`src/design/lvsb_pkg.sv`:
```
// ----------------------------------------------------------------------------
// lvsb_pkg: shared types and constants for the label volume statistics block
// Status codes, register indexes and the command word that drives the slot
// chain.
// ----------------------------------------------------------------------------
`default_nettype none

package lvsb_pkg;

    localparam int LABEL_W      = 32;
    localparam int RAW_W        = 33;
    localparam int CNT_W        = 37;
    localparam int DIM_W        = 13;
    localparam int OUT_COORD_W  = 12;
    localparam int PAL_W        = 3;
    localparam int PALETTE_SIZE = 6;

    typedef enum logic [1:0] {
        STATUS_LABEL     = 2'd0,
        STATUS_NO_LABELS = 2'd1,
        STATUS_RANGE     = 2'd2,
        STATUS_FULL      = 2'd3
    } status_t;

    typedef enum logic [1:0] {
        REG_DIM_X = 2'd0,
        REG_DIM_Y = 2'd1,
        REG_DIM_Z = 2'd2
    } reg_index_t;

    typedef enum logic [1:0] {
        CMD_IDLE  = 2'd0,
        CMD_VOXEL = 2'd1,
        CMD_POP   = 2'd2,
        CMD_CLEAR = 2'd3
    } cmd_mode_t;

    // Broadcast to every cell of the chain
    typedef struct packed {
        cmd_mode_t                  mode;
        logic                       upd;
        logic                       ins;
        logic signed [LABEL_W-1:0]  label;
    } cell_cmd_t;

endpackage

`default_nettype wire

```
`src/design/lvsb_cell.sv`:
```
// ----------------------------------------------------------------------------
// lvsb_cell: one slot of the sorted label chain
// Holds one label with its voxel count and bounds. Updates in place on a
// match, takes its left neighbor or the new label on an insert, its right neighbor on a pop, and is emptied by a clear.
// ----------------------------------------------------------------------------
`default_nettype none

module lvsb_cell #(
    parameter int COORD_BITS = 12
) (
    input  wire                                   aclk,
    input  wire                                   aresetn,
    input  wire  lvsb_pkg::cell_cmd_t             cmd,
    input  wire  [COORD_BITS-1:0]                 x,
    input  wire  [COORD_BITS-1:0]                 y,
    input  wire  [COORD_BITS-1:0]                 z,
    input  wire                                   left_valid,
    input  wire                                   left_gt,
    input  wire  signed [lvsb_pkg::LABEL_W-1:0]   left_label,
    input  wire  [lvsb_pkg::CNT_W-1:0]            left_count,
    input  wire  [5:0][COORD_BITS-1:0]            left_bounds,
    input  wire                                   right_valid,
    input  wire  signed [lvsb_pkg::LABEL_W-1:0]   right_label,
    input  wire  [lvsb_pkg::CNT_W-1:0]            right_count,
    input  wire  [5:0][COORD_BITS-1:0]            right_bounds,
    output logic                                  valid_o,
    output logic                                  gt_o,
    output logic                                  hit_o,
    output logic signed [lvsb_pkg::LABEL_W-1:0]   label_o,
    output logic [lvsb_pkg::CNT_W-1:0]            count_o,
    output logic [5:0][COORD_BITS-1:0]            bounds_o
);
    import lvsb_pkg::*;

    logic                         valid_reg, valid_next;
    logic signed [LABEL_W-1:0]    label_reg, label_next;
    logic [CNT_W-1:0]             count_reg, count_next;
    logic [5:0][COORD_BITS-1:0]   bounds_reg, bounds_next;
    logic                         gt, hit;

    // Compare against the broadcast label
    assign gt  = !valid_reg || (label_reg > cmd.label);
    assign hit = valid_reg && (label_reg == cmd.label);

    // Select the next slot contents
    always_comb begin
        valid_next  = valid_reg;
        label_next  = label_reg;
        count_next  = count_reg;
        bounds_next = bounds_reg;
        unique case (cmd.mode)
            CMD_VOXEL: begin
                if (cmd.upd && hit) begin
                    count_next = count_reg + CNT_W'(1);
                    if (x < bounds_reg[0]) bounds_next[0] = x;
                    if (x > bounds_reg[1]) bounds_next[1] = x;
                    if (y < bounds_reg[2]) bounds_next[2] = y;
                    if (y > bounds_reg[3]) bounds_next[3] = y;
                    if (z < bounds_reg[4]) bounds_next[4] = z;
                    if (z > bounds_reg[5]) bounds_next[5] = z;
                end else if (cmd.ins && gt) begin
                    if (left_gt) begin
                        valid_next  = left_valid;
                        label_next  = left_label;
                        count_next  = left_count;
                        bounds_next = left_bounds;
                    end else begin
                        valid_next  = 1'b1;
                        label_next  = cmd.label;
                        count_next  = CNT_W'(1);
                        bounds_next = {z, z, y, y, x, x};
                    end
                end
            end
            CMD_POP: begin
                valid_next  = right_valid;
                label_next  = right_label;
                count_next  = right_count;
                bounds_next = right_bounds;
            end
            CMD_CLEAR: begin
                valid_next = 1'b0;
            end
            default: begin
            end
        endcase
    end

    always_ff @(posedge aclk) begin
        if (!aresetn) begin
            valid_reg <= 1'b0;
        end else begin
            valid_reg <= valid_next;
        end
        label_reg  <= label_next;
        count_reg  <= count_next;
        bounds_reg <= bounds_next;
    end

    assign valid_o  = valid_reg;
    assign gt_o     = gt;
    assign hit_o    = hit;
    assign label_o  = label_reg;
    assign count_o  = count_reg;
    assign bounds_o = bounds_reg;

endmodule

`default_nettype wire

```
`config.mk`:
```
export PLATFORM = sky130hd
export DESIGN_NAME = lvsb_cell
export DESIGN_NICKNAME = d
export VERILOG_FILES = /design/src/design/lvsb_pkg.sv /design/src/design/lvsb_cell.sv
export SDC_FILE = /design/constraint.sdc
export NUM_CORES = 1
export LEC_CHECK = 0
export ABC_AREA = 1
export ABC_CLOCK_PERIOD_IN_PS = 9600
export BUFFER_PORTS_ARGS = -buffer_cell sky130_fd_sc_hd__buf_2
export CAP_MARGIN = 20
export CORE_AREA = 2 2 195 197
export DETAILED_ROUTE_END_ITERATION = 8
export DIE_AREA = 0 0 197 199
export PLACE_DENSITY = 0.62
export SETUP_SLACK_MARGIN = 0.5
export SYNTH_ARGS = -nofsm -noshare
export SYNTH_HDL_FRONTEND = slang
export SYNTH_SLANG_ARGS = --single-unit
```
`constraint.sdc`:
```
create_clock -name aclk -period 9.6 [get_ports aclk]
set_input_delay 0 -clock aclk [delete_from_list [all_inputs] [get_ports aclk]]
set_output_delay 0 -clock aclk [all_outputs]
set_load 0.02 [all_outputs]
```
==> out/metrics.yaml, run 1 <==
die_x_um: 197
core_um2: 37130
h-tree-depth: 4
antenna_found_initial: 3
avgSynthCellArea_um2: 7.939
fin_skew_ps: 11.41
yosys.area.top_type: "edfxtp_1"
final_layout_size_suffix_gt1_share_pct: 26.83
finalHoldViolations: 0
critPathKind: "reg2reg"
grt_pass1_wl_um: 67140
synth.yosys.warnings: 0
ant_nets: 0
fp.dieH_um: 199
async_reset_ff_share_pct: 0
period_share_pct: 48.24
start_kind: "flip-flop"
grt_max_degree: 82
port-buffer-count: 502
clockBufferDepth: 2
synth_cell_types: 48
seq_area_frac_synth_pct: 40.26
startpoint: "label_o[15]"
synth-seq-cells: 142
cts_setup_buffers: 0
slew_headroom_pct: 36.80
wl_per_cell_um: 17.44
gp_congestion: 0.8764
cp_max_fo: 74
row_count: 71
totalWireLength_um: 45030
timing.max_cap.violations: 0
worstSkewPairLatency_ps: 450
grtUsageTotal_pct: 22.36
start_util_pct: 28.46
synth_cells: 1331
drc_errors: 0
vdd_drop_max_uv: 119.1
fin_cells: 2582
powerDensity_nw_per_um2: 124.1
tns_ps: 0
syn_area_um2: 10570
netlist_top_cells_area: "edfxtp_1, ha_1, nand2_1"
yosys.area.top_type_share_pct: 40.07
worst_pin_slew_ps: 948.0
synth_edf_count: 141
first_pass_iters: 5
dp_cells: 2265
boundaryPins: 503
vias: 12670
grt_setup_unrepaired: "false"
fmaxAchievable_mhz: 215.9
slew_violations: 0
drt_first_iter_violations: 655
grt_pass1_vias: 12620
leakagePower_uw: 0.007986
hold_class: "in2reg"
viasPerCell: 4.907
cts_buffers: 17
status: "completed"
hp-start: "cmd[29]"
end_kind: "flip-flop"
r2r_start: "label_o[15]"
clk_pin_slew_ps: 60
grt_overflow_total: 0
place_hpwl_um: 33120
synthFlopType: "edfxtp_1"
die_area_um2: 39200
clock-sinks: 142
clock-root-buffer: "clkbuf_16"
nets: 2560
final.min_clock_period_ps: 4631
fillers: 3629
final_common_cell: "buf_2"
final_cell_mix: "buf_2, dlygate4sd3_1, nand2_1"
cp_data_required_time_ps: 9790
syn_to_final_growth_pct: 60.04
cts_tree: "yes"
synth.net_count: 1796
setup_viol: 0
cp.arrival_ps: 4820
cell usage after synthesis, types with 9 or more instances:
cell type and n:
o21ai_0 32, buf_4 10, ha_1 106, nor2_1 192, clkbuf_1 34, a21oi_1 146, inv_1 152, nand4_1 17
nand3_1 27, nand2_1 240, a31oi_1 19, xor2_1 9, o21ai_1 110, nor3_1 21, edfxtp_1 141
layout make-up:
cell class              count  area, µm²  area share, %
well taps                 474      593.1          3.507
clock inverters             8      70.07         0.4144
clock buffers              22      444.2          2.627
inverters                 156      588.1          3.478
flip-flops and latches    142       4254          25.16
diodes                      2      5.005        0.02960
repair buffers            797       5446          32.21
multi-input cells         981       5509          32.58
sequential cells by signal, summed over array words and instances (netlist names):
register / flops
bounds_o: 72
count_o: 37
label_o: 32
valid_o: 1
final timing paths:
check        cells after the start      endpoint  slack [ps]
max reg2reg                     13  bounds_o[61]        4970
max                             13  bounds_o[61]        4970
min reg2reg                      2       valid_o         650
min                              3   label_o[29]          30
metrics by stage:
| step | setup WS (ps) | instance area [µm²] | hold slack, ps | utilization, % | total power [µW] |
|---|---|---|---|---|---|
| 6_report | 4969 | 16910 | 26.77 | 45.54 | 2099 |
| 3_3_place_gp | 5670 | 13520 | 277.7 | 36.42 | 1345 |
| 2_1_floorplan | 5428 | 10570 | 120.7 | - | 1115 |
| 4_1_cts | 5013 | 16860 | 1.074 | 45.40 | 2104 |
| 5_1_grt | 4590 | 16910 | 20.87 | 45.54 | 2204 |
| 3_5_place_dp | 5550 | 13530 | 282.1 | 36.44 | 1357 |
logic make-up (layout without fill, tap and decap cells):
logic type                 after synthesis  count (layout)  synth area share [%]
AOI/OAI and AO/OA                      339             339                 17.36
xor gates and xnor gates                15              15                 1.243
other                                    0               2                     0
DFF                                    142             142                 40.26
buffers and inverters                  208             983                 7.874
and+or+nand+nor                        521             521                 20.71
adders and majority gates              106             106                 12.55
metal layers:
layer  up-vias  wire length [µm]  track usage, %
met4         2              1621           10.55
met1      5886             17620           25.09
met3        93              3465           5.070
li1       6083                 -               -
met2       607             22310           40.16
met5         -                13               0
repair_timing:
| item | CTS | global route |
|---|---|---|
| hold endpoints to repair | 142 | 0 |
| hold buffers | 281 | 0 |
| gates resized for setup | 0 | 0 |
report_power, final:
group / switching (µW) / internal (µW)
clock network: 272 / 350
logic: 362 / 305
registers: 46.5 / 763
critical path: stages (launching register included):
cell and delay, ps:
edfxtp_1 390, ha_1 300, nand2_1 80, nor2_1 140
nand2_1 150, nor3_2 270, nand4_4 430, nand2_2 150
buf_4 670, inv_2 250, buf_4 450, o21ai_1 340
o21ai_1 100, dlygate4sd3_1 570
(Power assumes the default switching activity.)
==> inputs of run 2 (changes only) <==
Settings changed: ABC_CLOCK_PERIOD_IN_PS 9600 to 3800, CORE_AREA 2 2 195 197 to 2 2 196 198, DIE_AREA 0 0 197 199 to 0 0 198 200, PLACE_DENSITY 0.62 to 0.63.
Clock period 9.6 ns to 3.8 ns, I/O delays scaled along.
==> run 2 against run 1 <==
- setup slack lost 4300 ps
- via count is 2.5% higher
- global-route usage increased by 0.64 points
- hold slack improved by 4.5 ps
- die area is 1.0% higher
- critical path depth unchanged
- final area rose by 2.2%
- final cell count up 2.1%
- critical path type unchanged
- largest cell class unchanged
==> out/metrics.yaml, run 2 (synthesis results as in run 1) <==
finalHoldViolations: 0  # unchanged
core_um2: 37400  # +0.72%
worst_pin_slew_ps: 931.4  # -16.58 ps
multi_input_area_um2: 5590  # +1.5%
grt_max_degree: 75  # -8.5%
cp_data_required_time_ps: 3990  # -5800 ps
first_pass_iters: 6  # +1
nets: 2571  # +0.43%
antenna_found_initial: 6  # +3
worst-path-buf-inv: 3  # -1
end_kind: "flip-flop"
slew_violations: 0  # unchanged
cp_top_family: "simple AND/OR/NAND/NOR gates"
comb_power_share_pct: 30.4  # -1.4 points
slowest_delay_ps: 540  # -130 ps
fin_skew_ps: 13.12  # +1.711 ps
hold_class: "in2reg"
ant_nets: 0  # unchanged
clkPwrFrac_pct: 32.7  # +3.1 points
viasPerCell: 4.925  # +0.36%
tns_ps: 0  # unchanged
critPathKind: "reg2reg"
pwr-share-seq_pct: 37.0  # -1.6 points
syn_to_final_growth_pct: 63.48
die_area_um2: 39600  # +1.0%
timing.max_cap.violations: 0  # unchanged
slew_headroom_pct: 37.03  # +0.23 points
h-tree-depth: 4  # unchanged
p_switching_uw: 1765  # +160%
setup_viol: 0  # unchanged
path_cells: "ha_4, nand2_1, nor2_2, nand3_2, nor3_4, nand4_4, buf_8, nand2_8, clkinv_8, a22o_1, nand2_1, nand2_1, dlygate4sd3_1"
cts_tree: "yes"
grtUsageTotal_pct: 22.99  # +0.64 points
place_area_um2: 13610  # +0.60%
clock-sinks: 142  # unchanged
powerDensity_nw_per_um2: 319.3  # +160%
final_layout_size_suffix_gt1_share_pct: 27.28  # +0.45 points
start_kind: "flip-flop"
hold-worst-slack_ps: 31.25  # +4.471 ps
vdd_drop_max_uv: 307.9  # +160%
intPower_uw: 3751  # +160%
period_share_pct: 82.83  # +35 points
fp.dieH_um: 200  # +0.50%
register_area_um2: 4254  # unchanged
leakagePower_uw: 0.008107  # +1.5%
cts_buffers: 17  # unchanged
totalWireLength_um: 47110  # +4.6%
clk_pin_slew_ps: 70  # about the same
final_util_pct: 46.19  # +0.65 points
cp_max_fo: 23  # -69%
total_power_uw: 5516  # +160%
fmaxAchievable_mhz: 317.7  # +47%
largest_reg_flops: 72  # unchanged
drt_first_iter_violations: 932  # +42%
wl_per_cell_um: 17.87  # +2.5%
die_x_um: 198  # +0.51%
vias: 12980  # +2.5%
final.min_clock_period_ps: 3148  # -1483 ps
final_common_cell: "buf_2"
grt_setup_unrepaired: "true"
grt_pass1_vias: 12980  # +2.8%
place_hpwl_um: 33970  # +2.6%
switching_share_pct: 32.00  # -0.42 points
drc_errors: 0  # unchanged
postLayoutCellArea_um2: 17270  # +2.2%
start_util_pct: 28.25  # -0.20 points
crit_top_cell: "nand2_1"
cp.arrival_ps: 3340  # -1480 ps
grt_overflow_total: 0  # unchanged
clockBufferDepth: 2  # unchanged
boundaryPins: 503  # unchanged
port-buffer-count: 502  # unchanged
grt_pass1_wl_um: 69210  # +3.1%
row_count: 71  # unchanged
gp_congestion: 0.8876  # +1.3%
worstSkewPairLatency_ps: 450  # about the same
final_cell_mix: "buf_2, dlygate4sd3_1, nand2_1"
clock-root-buffer: "clkbuf_16"
status: "completed"
slowest_stage: "dlygate4sd3_1"
fillers: 3502  # -3.5%
-- run 2: metrics by stage --
stage	setup slack, ps	instances
6_report	652.3	2636
3_5_place_dp	348.2	2303
4_1_cts	397.5	2627
3_3_place_gp	434.3	2303
5_1_grt	464.6	2633
2_1_floorplan	505.4	1331
-- run 2: tightest hold or removal path, stage by stage --
cell,delay [ps]
buf_2,120
o21ai_1,110
o21ai_1,130
-- run 2: area by class of cell --
type | instances | share of cell area [%]
Antenna cell | 6 | 0.08692
Clock buffer | 19 | 2.506
Clock inverter | 13 | 0.9923
Inverter | 156 | 3.477
Multi-Input combinational cell | 981 | 32.36
Sequential cell | 142 | 24.63
Tap cell | 511 | 3.701
Timing Repair Buffer | 807 | 32.20
Timing Repair inverter | 1 | 0.05070
-- run 2: final timing paths --
check | from | to | slack [ps] | depth (start not counted)
worst max register to register | label_o[31] | count_o[29] | 650 | 13
worst max-delay path | label_o[31] | count_o[29] | 650 | 13
worst min register to register | valid_o | valid_o | 650 | 2
worst min-delay path | y[11] | bounds_o[47] | 30 | 3
-- run 2: what timing repair did --
item                                   in CTS  in global routing
gates resized for setup                     4                 18
pin swaps                                   0                  2
gates cloned                                0                  1
buffers inserted                            0                  1
hold buffers                              292                  1
setup endpoints to repair                  74                106
endpoints found under the hold margin     141                  1
-- run 2: power by group through the flow --
stage	registers, µW	clock network [µW]	logic, µW
6_report	2040	1800	1670
5_1_grt	2060	1910	1830
4_1_cts	2040	1840	1640
3_5_place_dp	2070	0	1370
3_3_place_gp	2070	0	1340
2_1_floorplan	2220	0	598
-- run 2: layer usage --
layer | up-vias | wire length [µm] | track usage (%)
li1 | 6116 | - | -
met2 | 746 | 22630 | 40.08
met4 | 2 | 2151 | 11.70
met5 | - | 7 | 0
met3 | 144 | 3853 | 5.696
met1 | 5975 | 18470 | 26.27
==> inputs of run 3 (changes only) <==
Settings changed: ABC_CLOCK_PERIOD_IN_PS 3800 to 3000, CORE_AREA 2 2 196 198 to 2 2 197 199, DIE_AREA 0 0 198 200 to 0 0 199 201, PLACE_DENSITY 0.63 to 0.61.
Clock period 3.8 ns to 3 ns, I/O delays scaled along.
==> run 3 against run 2 <==
- maximum frequency up 17%
- setup slack worse by 350 ps
- clock-buffer cell count unchanged
- largest cell class is now buffers
- sequential share of layout area down 1.9 points
- combinational power up 49%
- clock power up 18%
- largest power group unchanged
- global-route usage up 1.2 points
==> out/metrics.yaml, run 3 (synthesis results as in run 1) <==
status: "completed"
viasPerCell: 4.962  # +0.75%
end_kind: "flip-flop"
cp_data_required_time_ps: 3170  # -820 ps
row_count: 72  # +1.4%
timing.max_cap.violations: 0  # unchanged
r2r_setup_slack_ps: 300  # -350 ps
h-tree-depth: 4  # unchanged
cp_top_family: "simple AND/OR/NAND/NOR gates"
final_cell_mix: "buf_2, dlygate4sd3_1, nand2_1"
worstSetupEndpoint: "bounds_o[51]"
hold-worst-slack_ps: 10.83  # -20.42 ps
largest_reg_flops: 72  # unchanged
r2r-end: "bounds_o[51]"
setup_viol: 0  # unchanged
fmaxAchievable_mhz: 370.6  # +17%
grtUsageMet3_pct: 6.704  # +1.0 points
finalHoldViolations: 0  # unchanged
worst_pin_slew_ps: 767.7  # -163.8 ps
place_hpwl_um: 34070  # +0.29%
critPathKind: "reg2reg"
antenna_found_initial: 4  # -2
powerDensity_nw_per_um2: 384.9  # +21%
ant_nets: 0  # unchanged
grt_pass1_wl_um: 73730  # +6.5%
total_power_uw: 7208  # +31%
tns_ps: 0  # unchanged
grt_use_met1_pct: 26.75  # +0.47 points
r2r_cells: 18  # +5
slew_headroom_pct: 48.43  # +11 points
hold_class: "in2reg"
start_util_pct: 27.73  # -0.52 points
drt_first_iter_violations: 908  # -2.6%
die_area_um2: 40000  # +1.0%
clk_pin_slew_ps: 60  # about the same
syn_to_final_growth_pct: 77.24
gp_congestion: 0.9041  # +1.9%
fp.dieH_um: 201  # +0.50%
final_util_pct: 49.15  # +3.0 points
grt_busiest_layer: "met2"
period_share_pct: 89.95  # +7.1 points
die_x_um: 199  # +0.51%
boundaryPins: 503  # unchanged
grt_overflow_total: 0  # unchanged
final_common_cell: "buf_2"
slowest_stage: "edfxtp_1"
leakagePower_uw: 0.008643  # +6.6%
clock-root-buffer: "clkbuf_16"
worst-path-buf-inv: 4  # +1
path_cells: "ha_1, nand2_1, nor2_2, nand2_2, inv_1, nand2_1, nand2_1, nand2_2, nand2_2, nand2_4, nand3_2, nand3_2, nand2_4, o21ai_4, buf_6, buf_6, nor2_4, clkbuf_16"
first_pass_iters: 5  # -1
cp.arrival_ps: 2870  # -470 ps
startpoint: "label_o[11]"
final.setup.worst_slack_ps: 301.5  # -350.8 ps
start_kind: "flip-flop"
met2_usage_pct: 41.11  # +1.0 points
r2r_start: "label_o[11]"
fin_skew_ps: 10.24  # -2.882 ps
cts_tree: "yes"
grt_setup_unrepaired: "true"
slew_violations: 0  # unchanged
drc_errors: 0  # unchanged
final_layout_size_suffix_gt1_share_pct: 32.10  # +4.8 points
vdd_drop_max_uv: 386.0  # +25%
worstSkewPairLatency_ps: 450  # about the same
totalWireLength_um: 51330  # +8.9%
wl_per_cell_um: 18.96  # +6.1%
grtUsageTotal_pct: 24.19  # +1.2 points
grt_max_degree: 128  # +71%
path_depth: 18  # +5
cts_buffers: 17  # unchanged
nets: 2637  # +2.6%
cp_max_fo: 5  # -78%
vias: 13430  # +3.5%
final.min_clock_period_ps: 2699  # -449.2 ps
slowest_delay_ps: 410  # -130 ps
core_um2: 38110  # +1.9%
port-buffer-count: 502  # unchanged
grt_pass1_vias: 13630  # +5.0%
clockBufferDepth: 2  # unchanged
clock-sinks: 142  # unchanged
post-place-ws_ps: 80.38  # -267.8 ps
-- run 3: worst min-delay path by stage --
stage	to	cells after the start	startpoint	slack, ps
floorplan	valid_o	2	aresetn	120
global placement	valid_o	3	aresetn	240
detailed placement	valid_o	3	aresetn	240
CTS	bounds_o[30]	3	y[6]	2
global route	bounds_o[11]	3	left_bounds[11]	9
finish	bounds_o[6]	3	x[6]	10
-- run 3: cell type report --
cell class / count / area (µm²)
Multi-Input combinational cell: 981 / 6097
Antenna cell: 5 / 12.51
Sequential cell: 142 / 4254
Timing Repair Buffer: 874 / 6566
Clock buffer: 19 / 432.9
Clock inverter: 12 / 121.4
Tap cell: 518 / 648.1
Fill cell: 3421 / 19380
Inverter: 156 / 595.6
-- run 3: worst min-delay path: cells and delay by family --
kind                   cells  cell delay [ps]
AOI/OAI and AO/OA          2              200
buffers and inverters      1              130
-- run 3: per-stage QoR --
| step | std cells | cell area [µm²] |
|---|---|---|
| after floorplan | 1331 | 10630 |
| after global placement | 2324 | 13880 |
| after detailed placement | 2324 | 13880 |
| after CTS | 2686 | 18090 |
| after global routing | 2706 | 18730 |
| final | 2707 | 18730 |
-- run 3: where the power goes --
| group | leakage (µW) | switching, µW | internal, µW |
|---|---|---|---|
| Clock | 0.000260 | 918 | 1210 |
| Combinational | 0.00701 | 1340 | 1150 |
| Sequential | 0.00138 | 150 | 2440 |
-- run 3: layer usage --
metal | share of wire [%] | up-vias
li1 | - | 6253
met1 | 38 | 6167
met5 | 0 | -
met4 | 5.6 | 0
met3 | 9.0 | 177
met2 | 48 | 836
-- run 3: repair_timing --
item                                   in CTS  in global routing
gates resized for setup                    63                 74
setup buffers                              18                  6
cloned                                      7                  8
endpoints found under the hold margin     142                  2
hold buffers                              306                  2
setup endpoints to repair                 237                251
pin swaps                                   5                  6
